[config.mk]
export PLATFORM = sky130hd
export DESIGN_NAME = etef_counters
export DESIGN_NICKNAME = d
export VERILOG_FILES = /design/src/design/etef_pkg.sv /design/src/design/etef_counters.sv
export SDC_FILE = /design/constraint.sdc
export NUM_CORES = 1
export LEC_CHECK = 0
export ABC_AREA = 1
export BUFFER_PORTS_ARGS = -buffer_cell sky130_fd_sc_hd__buf_2
export CORE_ASPECT_RATIO = 1.4
export CORE_UTILIZATION = 37
export DETAILED_ROUTE_END_ITERATION = 12
export HOLD_SLACK_MARGIN = 0.05
export PLACE_DENSITY = 0.62
export SLEW_MARGIN = 20
export SYNTH_ARGS = -nofsm -noshare
export SYNTH_HDL_FRONTEND = slang
export SYNTH_SLANG_ARGS = --single-unit
[constraint.sdc]
create_clock -name clk -period 6.45 [get_ports clk]
set_input_delay 1.29 -clock clk [delete_from_list [all_inputs] [get_ports clk]]
set_output_delay 1.29 -clock clk [all_outputs]
set_load 0.02 [all_outputs]
[src/design/etef_pkg.sv]
`default_nettype none
package etef_pkg;

  localparam int RING_SLOTS = 64;
  localparam int CHANNELS   = 8;

  localparam int RING_W   = $clog2(RING_SLOTS);
  localparam int CH_W     = 3;
  localparam int CH_IDX_W = (CHANNELS > 1) ? $clog2(CHANNELS) : 1;
  localparam int TICK_W   = 64;
  localparam int SEQ_W    = 32;
  localparam int META_W   = CH_W + 1 + SEQ_W;

  typedef logic [RING_W-1:0] ring_idx_t;
  typedef logic [CH_W-1:0]   chan_t;
  typedef logic [SEQ_W-1:0]  seq_t;

  typedef enum logic [1:0] {
    CMD_RECORD = 2'd0,
    CMD_POP    = 2'd1,
    CMD_CLEAR  = 2'd2,
    CMD_NOP    = 2'd3
  } cmd_t;

  typedef struct packed {
    chan_t ch;
    logic  bump_seq;
    logic  bump_drop;
    logic  clear;
  } cnt_ctrl_t;

  typedef struct packed {
    seq_t channel_count;
    seq_t drop_count;
  } cnt_stat_t;

  function automatic ring_idx_t ring_next(input ring_idx_t i);
    return (i == RING_W'(RING_SLOTS - 1)) ? '0 : i + RING_W'(1);
  endfunction

  function automatic logic ch_in_range(input chan_t ch);
    return {1'b0, ch} < (CH_W + 1)'(CHANNELS);
  endfunction

endpackage
`default_nettype wire

[src/design/etef_counters.sv]
`default_nettype none
module etef_counters
  import etef_pkg::*;
(
  input  wire logic clk,
  input  wire logic rst,
  input  wire cnt_ctrl_t ctrl,
  output      cnt_stat_t stat
);

  seq_t seq [CHANNELS];
  seq_t drop;
  logic [CH_IDX_W-1:0] idx;
  logic in_range;
  seq_t cur;

  assign idx      = ctrl.ch[CH_IDX_W-1:0];
  assign in_range = ch_in_range(ctrl.ch);
  assign cur      = in_range ? seq[idx] : '0;

  // values as they stand after this beat
  always_comb begin
    if (ctrl.clear) begin
      stat.channel_count = '0;
      stat.drop_count    = '0;
    end else begin
      stat.channel_count = cur + SEQ_W'(ctrl.bump_seq);
      stat.drop_count    = drop + SEQ_W'(ctrl.bump_drop);
    end
  end

  always_ff @(posedge clk) begin
    if (rst || ctrl.clear) begin
      for (int i = 0; i < CHANNELS; i++) begin
        seq[i] <= '0;
      end
      drop <= '0;
    end else begin
      if (ctrl.bump_seq && in_range) begin
        seq[idx] <= stat.channel_count;
      end
      drop <= stat.drop_count;
    end
  end

endmodule
`default_nettype wire

# ---- Word-level counts from Yosys, hierarchy flattened
# Memory sizes are Yosys's and may differ from the RTL's.
# Cells that the tools add are included.
dict set report totals {
  reg_bits 32
  latchBits 0
  ram_bits 256
  mem_bits_ro 0
  word_cells 15
  memories 1
}
dict set report classes {
  n_addsub 2
  mul 0
  div 0
  order_cmp 0
  eq_ne 0
  n_shift 0
  mux 9
  n_bitwise 0
  reduce_logical 2
}
# memory words width read_ports rd_ports_with_merged_regs write_ports line
set memory_table {}
lappend memory_table {seq 8 32 1 0 8 etef_counters.sv:11} ;# seq_t seq [CHANNELS];
# op n
set ops {}
lappend ops {{adder 32 x 1 -> 32 bit} 2}
lappend ops {{2-to-1 mux 64 bit} 1}
lappend ops {{2-to-1 mux 32 bit} 1}
lappend ops {{OR reduction 32 bit} 1}
lappend ops {{2-to-1 mux 1 bit} 6}
lappend ops {{2-to-1 mux 3 bit} 1}
lappend ops {{logical OR 1 bit} 1}

# ---- Longest topological paths before layout
dict set report depth {
  word_depth 5
  depth_mapped 19
}

# ---- Worst setup path before layout
# Ideal clock, no wire load.
dict set report synth_timing {
  path_type {input-to-output}
  start {input ctrl[3] in the netlist's numbering}
  end {output stat[51] in the netlist's numbering}
  t_arrival_ns 3.391
  path_slack_ns 1.769
  stages 19
  cell_sequence {buf_4 > buf_2 > buf_2 > nand2_1 > inv_1 > nand2_1 > nand2_1 > a221oi_1 > nand4_1 > ha_1 > inv_1 > nor2_4 > nand2_1 > nor2_2 > nand2_1 > nor2_1 > nand2_1 > nand3_2 > inv_1}
}
# item line
set synth_lines {}
lappend synth_lines {{start: declaration} etef_counters.sv:7} ;# input wire cnt_ctrl_t ctrl,
lappend synth_lines {{end: declaration} etef_counters.sv:8} ;# output cnt_stat_t stat

==> results.md <==
- Internal reg-to-reg setup slack: 3820 ps
- Die Y: 240.6 um
- Overall Power: 4.184 mW
- Vias per Instance: 4.906
- Fin nets: 1962
- Distinct cells, synth: 40
- Clock Pin Slew Worst Setup and Hold Paths: 60 ps
- Share of layout cells above drive strength 1: 9.686%
- CP Capture Point: stat[50]
- First-pass GRT wire length: 65650 um
- Final worst path period share: 88.12%
- Longest Clk Path Bufs: 3
- Pwr per Cell Area: 248.2 nW/um2
- RR Endpoint: seq[4][4]$_SDFFCE_PN0P_
- Die ar.: 41480 um2
- Leakage: 7.385 nW
- Commonest non-fill, non-tap cell in the layout: nand2_1
- Cts bufs inserted: 28
- Row count: 87
- Setup bufs post-CTS: 0
- Post-synth ARST share: 0%
- Most frequent cells in the layout: nand2_1 (655), nor2_1 (412), edfxtp_1 (256)
- TNS Setup: 0 ps
- Hold Vio Cnt, Final: 0
- Clk root buf: clkbuf_16
- Antenna Violating Nets Remaining: 0
- Multi-input gate area: 5508 um2
- Synth Area in Compound Gates: 1.381%
- Synthesized flop and latch total: 288
- Worst Setup SP: ctrl[5]
- CTS Hold Bufs: 0
- Routed WL: 42140 um
- Critical Path Source Type: primary input
- Initial antenna violation count: 1
- Mux cell area share after synthesis: 0%
- Initial core utilization: 37.45%
- Width of the die: 172.4 um
- Via count: 12300
- Synth Area in Simple Gates: 34.36%
- Cell area after synthesis: 15040 um2
- Number of synthesis warnings: 0
- Critical Path Max Stage Delay: 440 ps
- Critical-path cell list: buf_2 > inv_2 > nor2_4 > inv_1 > nor2_1 > nand2_1 > nand2_1 > a221oi_1 > nand4_1 > ha_1 > o21ai_1 > nor2_1 > nand2_1 > nor2_1 > nand2_1 > nand2_1 > nand3_2 > inv_1 > buf_2
- Largest net degree at the start of global routing: 112
- CORE AREA: 40170 um2
- Slowest CP cell: buf_2
- Cells on worst reg2reg path: 12
- Adder-cell share of the synthesized area: 0.3327%
- CP required: 5160 ps
- Crit-path most repeated cell: nand2_1
- Critical path endpoint category: output port
- Routability congestion estimate: 0.9269
- Worst-path fanout max: 21
- Detailed placement HPWL: 26370 um
- Clock Latency Late Sink: 570 ps
- CTS tree: built
- Syn Inst Count: 1903
- Max-Cap Viols: 0
- Pre-Repair DR Iteration Count: 5
- Post-CTS Resized: 0
- Synthesis-to-layout area growth: 12.09%
- F_max: 175.9 MHz
- Number of remaining DRC errors: 0
- DR WL/cell: 16.81 um
- Outcome: completed
- Worst Tran Pin Value: 1124 ps
- Worst Path Class, Setup: primary input to output port
- Crit path DAT: 4390 ps
- H-tree depth: 1
- Final Critical Period: 5684 ps
- RR Startpoint: seq[3][0]$_SDFFCE_PN0P_
- Fill cells: 4010
- Slew Limit Fails: 0
- IO Count: 72
- N_diodes: 0
- Mapped Avg Cell Area: 7.905 um2
- Buffers on Ports: 71
- Worst min path class: flip-flop to flip-flop
- Post-synth EDFFs: 256
- Top_reg_cell synth: edfxtp_1
- Largest family of logic cells by synthesized area: simple AND/OR/NAND/NOR gates
- Sequential area share after synthesis: 55.36%
- Area occupied by registers: 8328 um2
- Peak supply drop: 0.2100 mV
- Syn Nets: 1915
- Max_slew headroom: 24.79%
- Vias in the first global route: 12090
- Gr ovfl total: 0
- Xor and xnor area share after synthesis: 0.4076%
- Layout Skew: 25.69 ps
- Clock sink count: 288
- Overall Global Routing Usage: 20.72%
- Final setup violation count: 0
- Initial DRC Count: 743
- Unrepaired setup endpoints after global routing: false
where the power goes:
group          internal [mW]  leakage, nW  switching (mW)
combinational         0.0872         3.79           0.291
clock                  0.967        0.479           0.724
sequential              2.10         3.11          0.0182
registers in the layout, indices dropped and copies added, names as in the netlist:
signal	count
drop	32
seq	256
layer usage:
metal | part of all wire, % | track usage [%] | wire (um) | vias up
met2 | 52 | 38.55 | 21960 | 361
met1 | 39 | 23.79 | 16460 | 5803
met4 | 3.1 | 8.313 | 1306 | 0
met3 | 5.7 | 2.460 | 2415 | 81
li1 | - | - | - | 6050
met5 | 0 | 0 | 0 | -
critical path: cells and delay by family:
kind,cells,cell delay [ps]
buffers and inverters,5,1100
AND/OR/NAND/NOR,11,1610
AO/OA/AOI/OAI,2,180
adder cells (fa/ha/maj),1,180
Yosys cell counts (5+ instances only):
cell type  instances  share of area [%]
nor2_1           412                 10
a21oi_1            7               0.23
edfxtp_1         256                 51
o211ai_1           5               0.25
inv_2              7               0.17
buf_2             26               0.86
o21bai_1           5               0.25
nand2_1          663                 17
nand3_1           86                2.9
nand3_2           16                1.1
nor2_2             5               0.21
dfxtp_1           32                4.3
clkbuf_1          33               0.82
o21ai_0            8               0.27
nor2_4             6               0.45
inv_1            221                5.5
nor3_1            42                1.4
nor4_1             8               0.33
nand4_1           11               0.46
nand3b_1           6               0.30
buf_1              8               0.20
buf_4              9               0.45
layout make-up:
type / instances / area share, %
sequential: 288 / 49.39
multi-input combinational: 1308 / 32.66
inverter: 230 / 5.135
clock buffer: 41 / 5.112
tap: 534 / 3.962
timing repair buffer: 94 / 3.220
clock inverter: 11 / 0.5194
kinds of logic after synthesis:
| logic type | count (synthesis) |
|---|---|
| simple gates | 1263 |
| buf+inv | 307 |
| flops | 288 |
| compound gates | 34 |
| xor+xnor | 7 |
| fa+ha+maj | 4 |
stage by stage:
step	cell area, um2	std cells	setup slack [ps]	utilization [%]	hold slack, ps
2_1_floorplan	15040	1903	1769	-	507.6
3_3_place_gp	15910	2454	856.2	39.62	543.8
3_5_place_dp	15910	2454	778.5	39.62	544.3
4_1_cts	16860	2506	769.8	41.98	564.2
5_1_grt	16860	2506	445.7	41.98	607.8
6_report	16860	2506	766.1	41.98	560.9
worst min path at each step:
stage / from / end / slack [ps] / depth (start not counted)
finish: drop[31]$_SDFF_PP0_ / drop[31]$_SDFF_PP0_ / 560 / 2
detailed placement: drop[31]$_SDFF_PP0_ / drop[31]$_SDFF_PP0_ / 540 / 2
global route: drop[31]$_SDFF_PP0_ / drop[31]$_SDFF_PP0_ / 610 / 2
global placement: drop[31]$_SDFF_PP0_ / drop[31]$_SDFF_PP0_ / 540 / 2
floorplan: drop[9]$_SDFF_PP0_ / drop[9]$_SDFF_PP0_ / 510 / 2
CTS: drop[31]$_SDFF_PP0_ / drop[31]$_SDFF_PP0_ / 560 / 2
Note: power is estimated with default switching activity, not from simulation.
