File: src/design/etef_ram.sv
`default_nettype none
module etef_ram #(
  parameter int WIDTH = 8,
  parameter int DEPTH = 16
) (
  input  wire logic                     clk,
  input  wire logic                     we,
  input  wire logic [$clog2(DEPTH)-1:0] waddr,
  input  wire logic [WIDTH-1:0]         wdata,
  input  wire logic                     re,
  input  wire logic [$clog2(DEPTH)-1:0] raddr,
  output      logic [WIDTH-1:0]         rdata
);

  logic [WIDTH-1:0] mem [DEPTH];

  always_ff @(posedge clk) begin
    if (we) begin
      mem[waddr] <= wdata;
    end
    if (re) begin
      rdata <= mem[raddr];
    end
  end

endmodule
`default_nettype wire

File: config.mk
export PLATFORM = sky130hd
export DESIGN_NAME = etef_ram
export DESIGN_NICKNAME = d
export VERILOG_FILES = /design/src/design/etef_ram.sv
export SDC_FILE = /design/constraint.sdc
export NUM_CORES = 1
export LEC_CHECK = 0
export BUFFER_PORTS_ARGS = -buffer_cell sky130_fd_sc_hd__buf_2
export CAP_MARGIN = 30
export CORE_MARGIN = 5
export CORE_UTILIZATION = 45
export DETAILED_ROUTE_END_ITERATION = 7
export PLACE_DENSITY = 0.72
export SKIP_LAST_GASP = 1
export SLEW_MARGIN = 20
export SYNTH_ARGS = -nofsm -noshare
export SYNTH_HDL_FRONTEND = slang
export SYNTH_SLANG_ARGS = --single-unit
File: constraint.sdc
create_clock -name clk -period 2.5 [get_ports clk]
set_clock_uncertainty 0.05 [all_clocks]
set_input_delay 0.375 -clock clk [delete_from_list [all_inputs] [get_ports clk]]
set_output_delay 0.375 -clock clk [all_outputs]
set_load 0.01 [all_outputs]
After elaboration in Yosys (flattened, before gate mapping) --
Memories as Yosys holds them, arrays and structs flattened. A register that Yosys moved wholly into a read port is not among the register bits. Cells that the tools add are included.
Word-level totals: bits in registers 0, bits in writable memories 128, memories 1, input bits 19
Memory list:
- mem | words 16, bits a word 8, rd ports 1, clocked after Yosys merged registers in 1, wr ports 1, RTL line 15 | logic [WIDTH-1:0] mem [DEPTH];
Cells by class: muxes and demuxes 2
Operator list (number):
- two-way mux 1 bit | 2

Depth between registers and ports, before layout --
Gate-level depths: netlist of the first run.
word-level depth 2, depth in mapped cells 5, gate-level depth less buffers 3

Least setup slack after synthesis of the first run --
No wires, ideal clock.
kind input-to-reg, start point input waddr[2], end point memory mem[0][0], enable pin, arrival 1.485 ns, required time 2.067 ns, cell stages on the path 2, path buffers 0, setup time 0.383 ns, setup slack 0.582 ns, cell sequence or3b_2 nor3_1
RTL lines:
- start: declaration | RTL line 8 | input wire logic [$clog2(DEPTH)-1:0] waddr,
- end: declaration | RTL line 15
Straight into the memory's write port.

==> results of run 1 <==
[final timing paths]
| check | endpoint | slack (ns) | cells past startpoint |
|---|---|---|---|
| max | rdata[3] | 0.93 | 5 |
| min | rdata[4] | 0.28 | 1 |
| max reg2reg | rdata[3] | 0.97 | 3 |
| min reg2reg | rdata[0] | 0.69 | 3 |
[flip-flops by register name, summed over array words and instances (netlist names)]
signal  cells
mem       128
rdata       8
[area by class of cell]
type | instances | area (µm²)
multi-input cells | 83 | 1060
well taps | 143 | 179
repair buffers | 46 | 293
fillers | 872 | 5260
clock buffers | 21 | 440
flip-flops and latches | 136 | 4080
clock inverters | 10 | 105
[cells in the mapped netlist]
master           count
and2_1               1
a22oi_1             16
nand2b_1             2
or3b_2               1
clkdlybuf4s25_2      3
nor2_1              13
mux4_2              18
nand2_1              9
nor3_1               4
nand3b_1             2
and2b_1              1
nor2b_1              1
buf_2                3
edfxtp_1           136
buf_6                3
nand3_1              1
buf_4                1
mux4_1              14
[kinds of logic (layout without fill, tap and decap cells)]
kind of cell / after synthesis / in the layout / synth area share (%)
simple gates: 35 / 35 / 3.14
compound gates: 16 / 16 / 2.30
mux: 32 / 32 / 14.8
flops: 136 / 136 / 78.1
buf+inv: 10 / 77 / 1.65
[placed cells by master (no fill, tap or decap), types with 2 or more instances in the layout]
| master | count |
|---|---|
| edfxtp_1 | 136 |
| buf_2 | 26 |
| buf_4 | 19 |
| mux4_2 | 18 |
| clkbuf_16 | 17 |
| a22oi_1 | 16 |
| mux4_1 | 14 |
| nor2_1 | 13 |
| nand2_1 | 9 |
| clkinv_2 | 5 |
| nor3_1 | 4 |
| clkbuf_1 | 4 |
| nand3b_1 | 2 |
| nand2b_1 | 2 |
| bufinv_16 | 2 |
[where the power goes]
| group | internal, mW | total, mW | switching, mW | leakage (nW) |
|---|---|---|---|---|
| combinational | 0.0991 | 0.234 | 0.134 | 0.583 |
| sequential | 2.57 | 2.58 | 0.0130 | 1.24 |
| clock | 1.45 | 2.30 | 0.851 | 0.268 |
[metal layers]
layer / up-vias / GRT usage (%) / wire length [µm]
met5: - / 0 / 13
met4: 2 / 4.23 / 112
met3: 14 / 5.91 / 891
met2: 89 / 21.7 / 4490
met1: 1229 / 20.9 / 4160
li1: 1091 / - / -
==> impl_metrics.tcl, run 1 <==
set metrics [dict create \
    die_x_um 118 \
    critPathMaxFanout 32 \
    syn-cell-area_um2 5230 \
    holdCritPathClass "in2reg" \
    ant_nets 0 \
    hpwl_um 6170 \
    slowest_delay_ns 0.60 \
    grt_max_degree 33 \
    end_kind "register" \
    critPathRequiredTime_ns 2.61 \
    cts_made_buffers 17 \
    io_pins 27 \
    layout-drive-gt1-share_pct 30.7 \
    critical_path_buf_inv_count 2 \
    timing.final.crit_share_pct 63.0 \
    worst_pin_slew_ns 0.719 \
    grt_pass1_vias 2530 \
    final_hold_viol_count 0 \
    hold_path_startpoint "re" \
    firstDrtPassIters 4 \
    clkSinkCount 136 \
    dr.first_iter.drc_count 268 \
    rsz0062_at_grt "no" \
    core_um2 11400 \
    grt_overflow 0 \
    cp-start-kind "input port" \
    place_worst_setup_slack_ns 0.470 \
    setup_slack_ns 0.925 \
    synthesis.nets 248 \
    dieArea_um2 13900 \
    powerDensity_nw_per_um2 831 \
    grt_pass1_wl_um 15300 \
    track_usage_pct 14.9 \
    cts_hold_buf 0 \
    postCtsSetupBuffers 0 \
    crit_family "multiplexers" \
    yosysTopAreaCell "edfxtp_1" \
    gp_congestion 0.773 \
    timing.hold.ws_ns 0.281 \
    critPathArrivalTime_ns 1.68 \
    n_antenna_cell 0 \
    portBuffers 26 \
    finalSetupTns_ns 0 \
    synth.top_cell.area_share_pct 78.1 \
    synth_cells 229 \
    final_util_pct 53.9 \
    finalWirelength_um 9670 \
    crit_slowest_cell "mux4_1" \
    start_util_pct 45.8 \
    path_cells "buf_2 -> buf_12 -> mux4_1 -> a22oi_1 -> nand2_1" \
    synth-seq-area-share_pct 78.1 \
    ys_ff_latch 136 \
    drv_cap 0 \
    root_buffer "clkbuf_16" \
    clock_latency_ns 0.41 \
    post_cts_resize_count 0 \
    via_per_inst 5.52 \
    route.detailed.drc 0 \
    startpoint "raddr[0]" \
    areaGrowthSynthToFinish_pct 17.8 \
    num_vias 2425 \
    max_freq_mhz 635 \
    leakagePower_nw 2.09 \
    dp.cells 408 \
    maxSlewHeadroom_pct 52.0 \
    ys_top_cells_by_area "edfxtp_1 (78%), mux4_2 (7.8%), mux4_1 (7.0%)" \
    finalPower_mw 5.12 \
    synth_cell_types 18 \
    clockBufferDepth 2 \
    peakVddDrop_v 0.000380 \
    final_max_slew_viol_count 0 \
    synth_area_per_cell_um2 22.8 \
    path_class "in2reg" \
    clk_pin_slew_worst_paths_ns 0.06 \
    final_cells 439 \
    final_cell_area_um2 6160 \
    status "completed" \
    routedWlPerCell_um 22.0 \
    cts_tree "built" \
    antenna_found_initial 1 \
    rr_startpoint "mem[1][3]" \
    finalNetCount 303 \
    cts-htree-levels 4 \
    yosys_warnings 0 \
    rows 39 \
    period_needed_ns 1.57 \
    die_h_um 118 \
    dpl-instance-area_um2 5610 \
    setup_viol 0 \
]
Note: power is estimated with default switching activity, not from simulation.
==> run 2: changes to the inputs <==
--- a/config.mk
+++ b/config.mk
@@ -10,7 +10,7 @@
 export CORE_MARGIN = 5
 export CORE_UTILIZATION = 45
 export DETAILED_ROUTE_END_ITERATION = 7
-export PLACE_DENSITY = 0.72
+export PLACE_DENSITY = 0.74
 export SKIP_LAST_GASP = 1
 export SLEW_MARGIN = 20
 export SYNTH_ARGS = -nofsm -noshare
==> constraint.sdc (replaced) <==
create_clock -name clk -period 1.37 [get_ports clk]
set_clock_uncertainty 0.05 [all_clocks]
set_input_delay 0.2055 -clock clk [delete_from_list [all_inputs] [get_ports clk]]
set_output_delay 0.2055 -clock clk [all_outputs]
set_load 0.01 [all_outputs]
==> run 2 against run 1 <==
The run now ends with setup timing left. Worst hold slack worse by 0.15 ns. Final cell count is 2.1% higher. Die area stayed put. Combinational power increased by 110%. Sequential power grew 83%. Via count up 5.5%. Clock power is 110% higher. Total power is 96% higher. Flip-flop and latch count stayed put. Sequential share of layout area down 2.6 points. Critical endpoint is now rdata[4].
==> impl_metrics.tcl, run 2 (synthesis gave the netlist of run 1 again) <==
set metrics [dict create \
    status "finished, violations left" \
    violations "setup timing" \
    startpoint "mem[11][4]" \
    rsz0062_at_grt "yes" \
    routedWlPerCell_um 23.0 \
    grt_pass1_vias 2643 \
    ff2ff_setup_slack_ns -0.13 \
    setup_slack_ns -0.128 \
    place_worst_setup_slack_ns -0.425 \
    core_um2 11400 \
    finalNetCount 312 \
    hold_path_startpoint "re" \
    gp_congestion 0.758 \
    dr.first_iter.drc_count 291 \
    final_hold_viol_count 0 \
    grt_max_degree 21 \
    start_util_pct 45.8 \
    grt_overflow 0 \
    finalWirelength_um 10300 \
    die_x_um 118 \
    areaGrowthSynthToFinish_pct 22.6 \
    die_h_um 118 \
    n_fill_cell 839 \
    route.detailed.drc 0 \
    clkSinkCount 136 \
    clockBufferDepth 2 \
    dieArea_um2 13900 \
    largest_reg_flops 128 \
    max_freq_mhz 667 \
    finalPower_mw 10.0 \
    root_buffer "clkbuf_16" \
    cts_hold_buf 0 \
    portBuffers 26 \
    cts_made_buffers 17 \
    worst_pin_slew_ns 1.08 \
    final_util_pct 56.1 \
    cts-htree-levels 4 \
    holdCritPathClass "in2reg" \
    ant_nets 0 \
    dp.cells 417 \
    largest-register "mem" \
    clk_pin_slew_worst_paths_ns 0.06 \
    peakVddDrop_v 0.000900 \
    final_cells 448 \
    firstDrtPassIters 5 \
    num_vias 2558 \
    critPathMaxFanout 1 \
    powerDensity_nw_per_um2 1560 \
    rows 39 \
    layout-drive-gt1-share_pct 43.9 \
    cp-start-kind "register" \
    clock_latency_ns 0.41 \
    io_pins 27 \
    leakagePower_nw 2.14 \
    period_needed_ns 1.50 \
    reg_top3 "mem: 128 flops, rdata: 8 flops" \
    via_per_inst 5.71 \
    final_cell_mix "edfxtp_1 (136), mux4_2 (32), buf_2 (26)" \
    end_kind "register" \
    antenna_found_initial 0 \
    grt_pass1_wl_um 15700 \
    maxSlewHeadroom_pct 27.8 \
    critPathRequiredTime_ns 1.46 \
    cts_tree "built" \
    track_usage_pct 15.5 \
    n_antenna_cell 0 \
    final_max_slew_viol_count 0 \
    final_common_cell "edfxtp_1" \
    hpwl_um 6450 \
    critPathArrivalTime_ns 1.59 \
    timing.final.crit_share_pct 109 \
    rr_startpoint "mem[11][4]" \
    path_class "reg2reg" \
    drv_cap 0 \
    setup_viol 8 \
]
run 2: cell count changes in the layout (fill, tap and decap cells not counted), moves of 5 or more:
cell     before  now
mux4_1       14    0
a22oi_2       0   10
buf_12        1    6
a22oi_1      16    6
mux4_2       18   32
run 2: path summary, 6_finish.rpt:
path | to | depth (start not counted)
setup / recovery | rdata[4] | 3
setup reg to reg | rdata[4] | 3
hold / removal | rdata[1] | 1
hold reg to reg | rdata[1] | 3
run 2: stage by stage:
step	area [µm²]	setup TNS, ns	hold slack, ns
CTS	6400	-0.667	0.128
global placement	5730	-5.87	0.542
floorplan	5250	-0.676	0.254
finish	6410	-0.680	0.135
global route	6410	-1.00	0.130
detailed placement	5730	-7.75	0.542
run 2: critical path, stage by stage, from the launching register on:
cell and delay [ns]:
edfxtp_1 0.39, mux4_2 0.49, a22oi_2 0.21, nand2_1 0.09
run 2: power breakdown:
| part | internal (mW) | leakage [nW] | switching, mW | total [mW] |
|---|---|---|---|---|
| Clock | 3.21 | 0.299 | 1.61 | 4.81 |
| Combinational | 0.221 | 0.600 | 0.276 | 0.497 |
| Sequential | 4.69 | 1.24 | 0.0295 | 4.72 |
| Total | 8.12 | 2.14 | 1.91 | 10.0 |
run 2: final cells by class:
type / count / area [µm²] / area share [%]
clock buffers: 18 / 429 / 6.70
clock inverters: 13 / 204 / 3.18
multi-input cells: 83 / 1090 / 17.0
flip-flops and latches: 136 / 4080 / 63.7
well taps: 143 / 179 / 2.79
repair buffers: 55 / 423 / 6.60
run 2: routing by layer:
metal	global-route usage (%)	part of all wire [%]	vias up
li1	-	-	1096
met1	21.2	42	1348
met2	24.7	51	105
met3	3.99	5.8	9
met4	4.37	1.0	0
met5	0	0	-
run 2: repair_timing:
item / CTS / global route
gates cloned: 0 / 0
endpoints found under the setup margin: 8 / 8
buffers inserted: 0 / 0
pin swaps: 4 / 2
gates resized for setup: 10 / 1
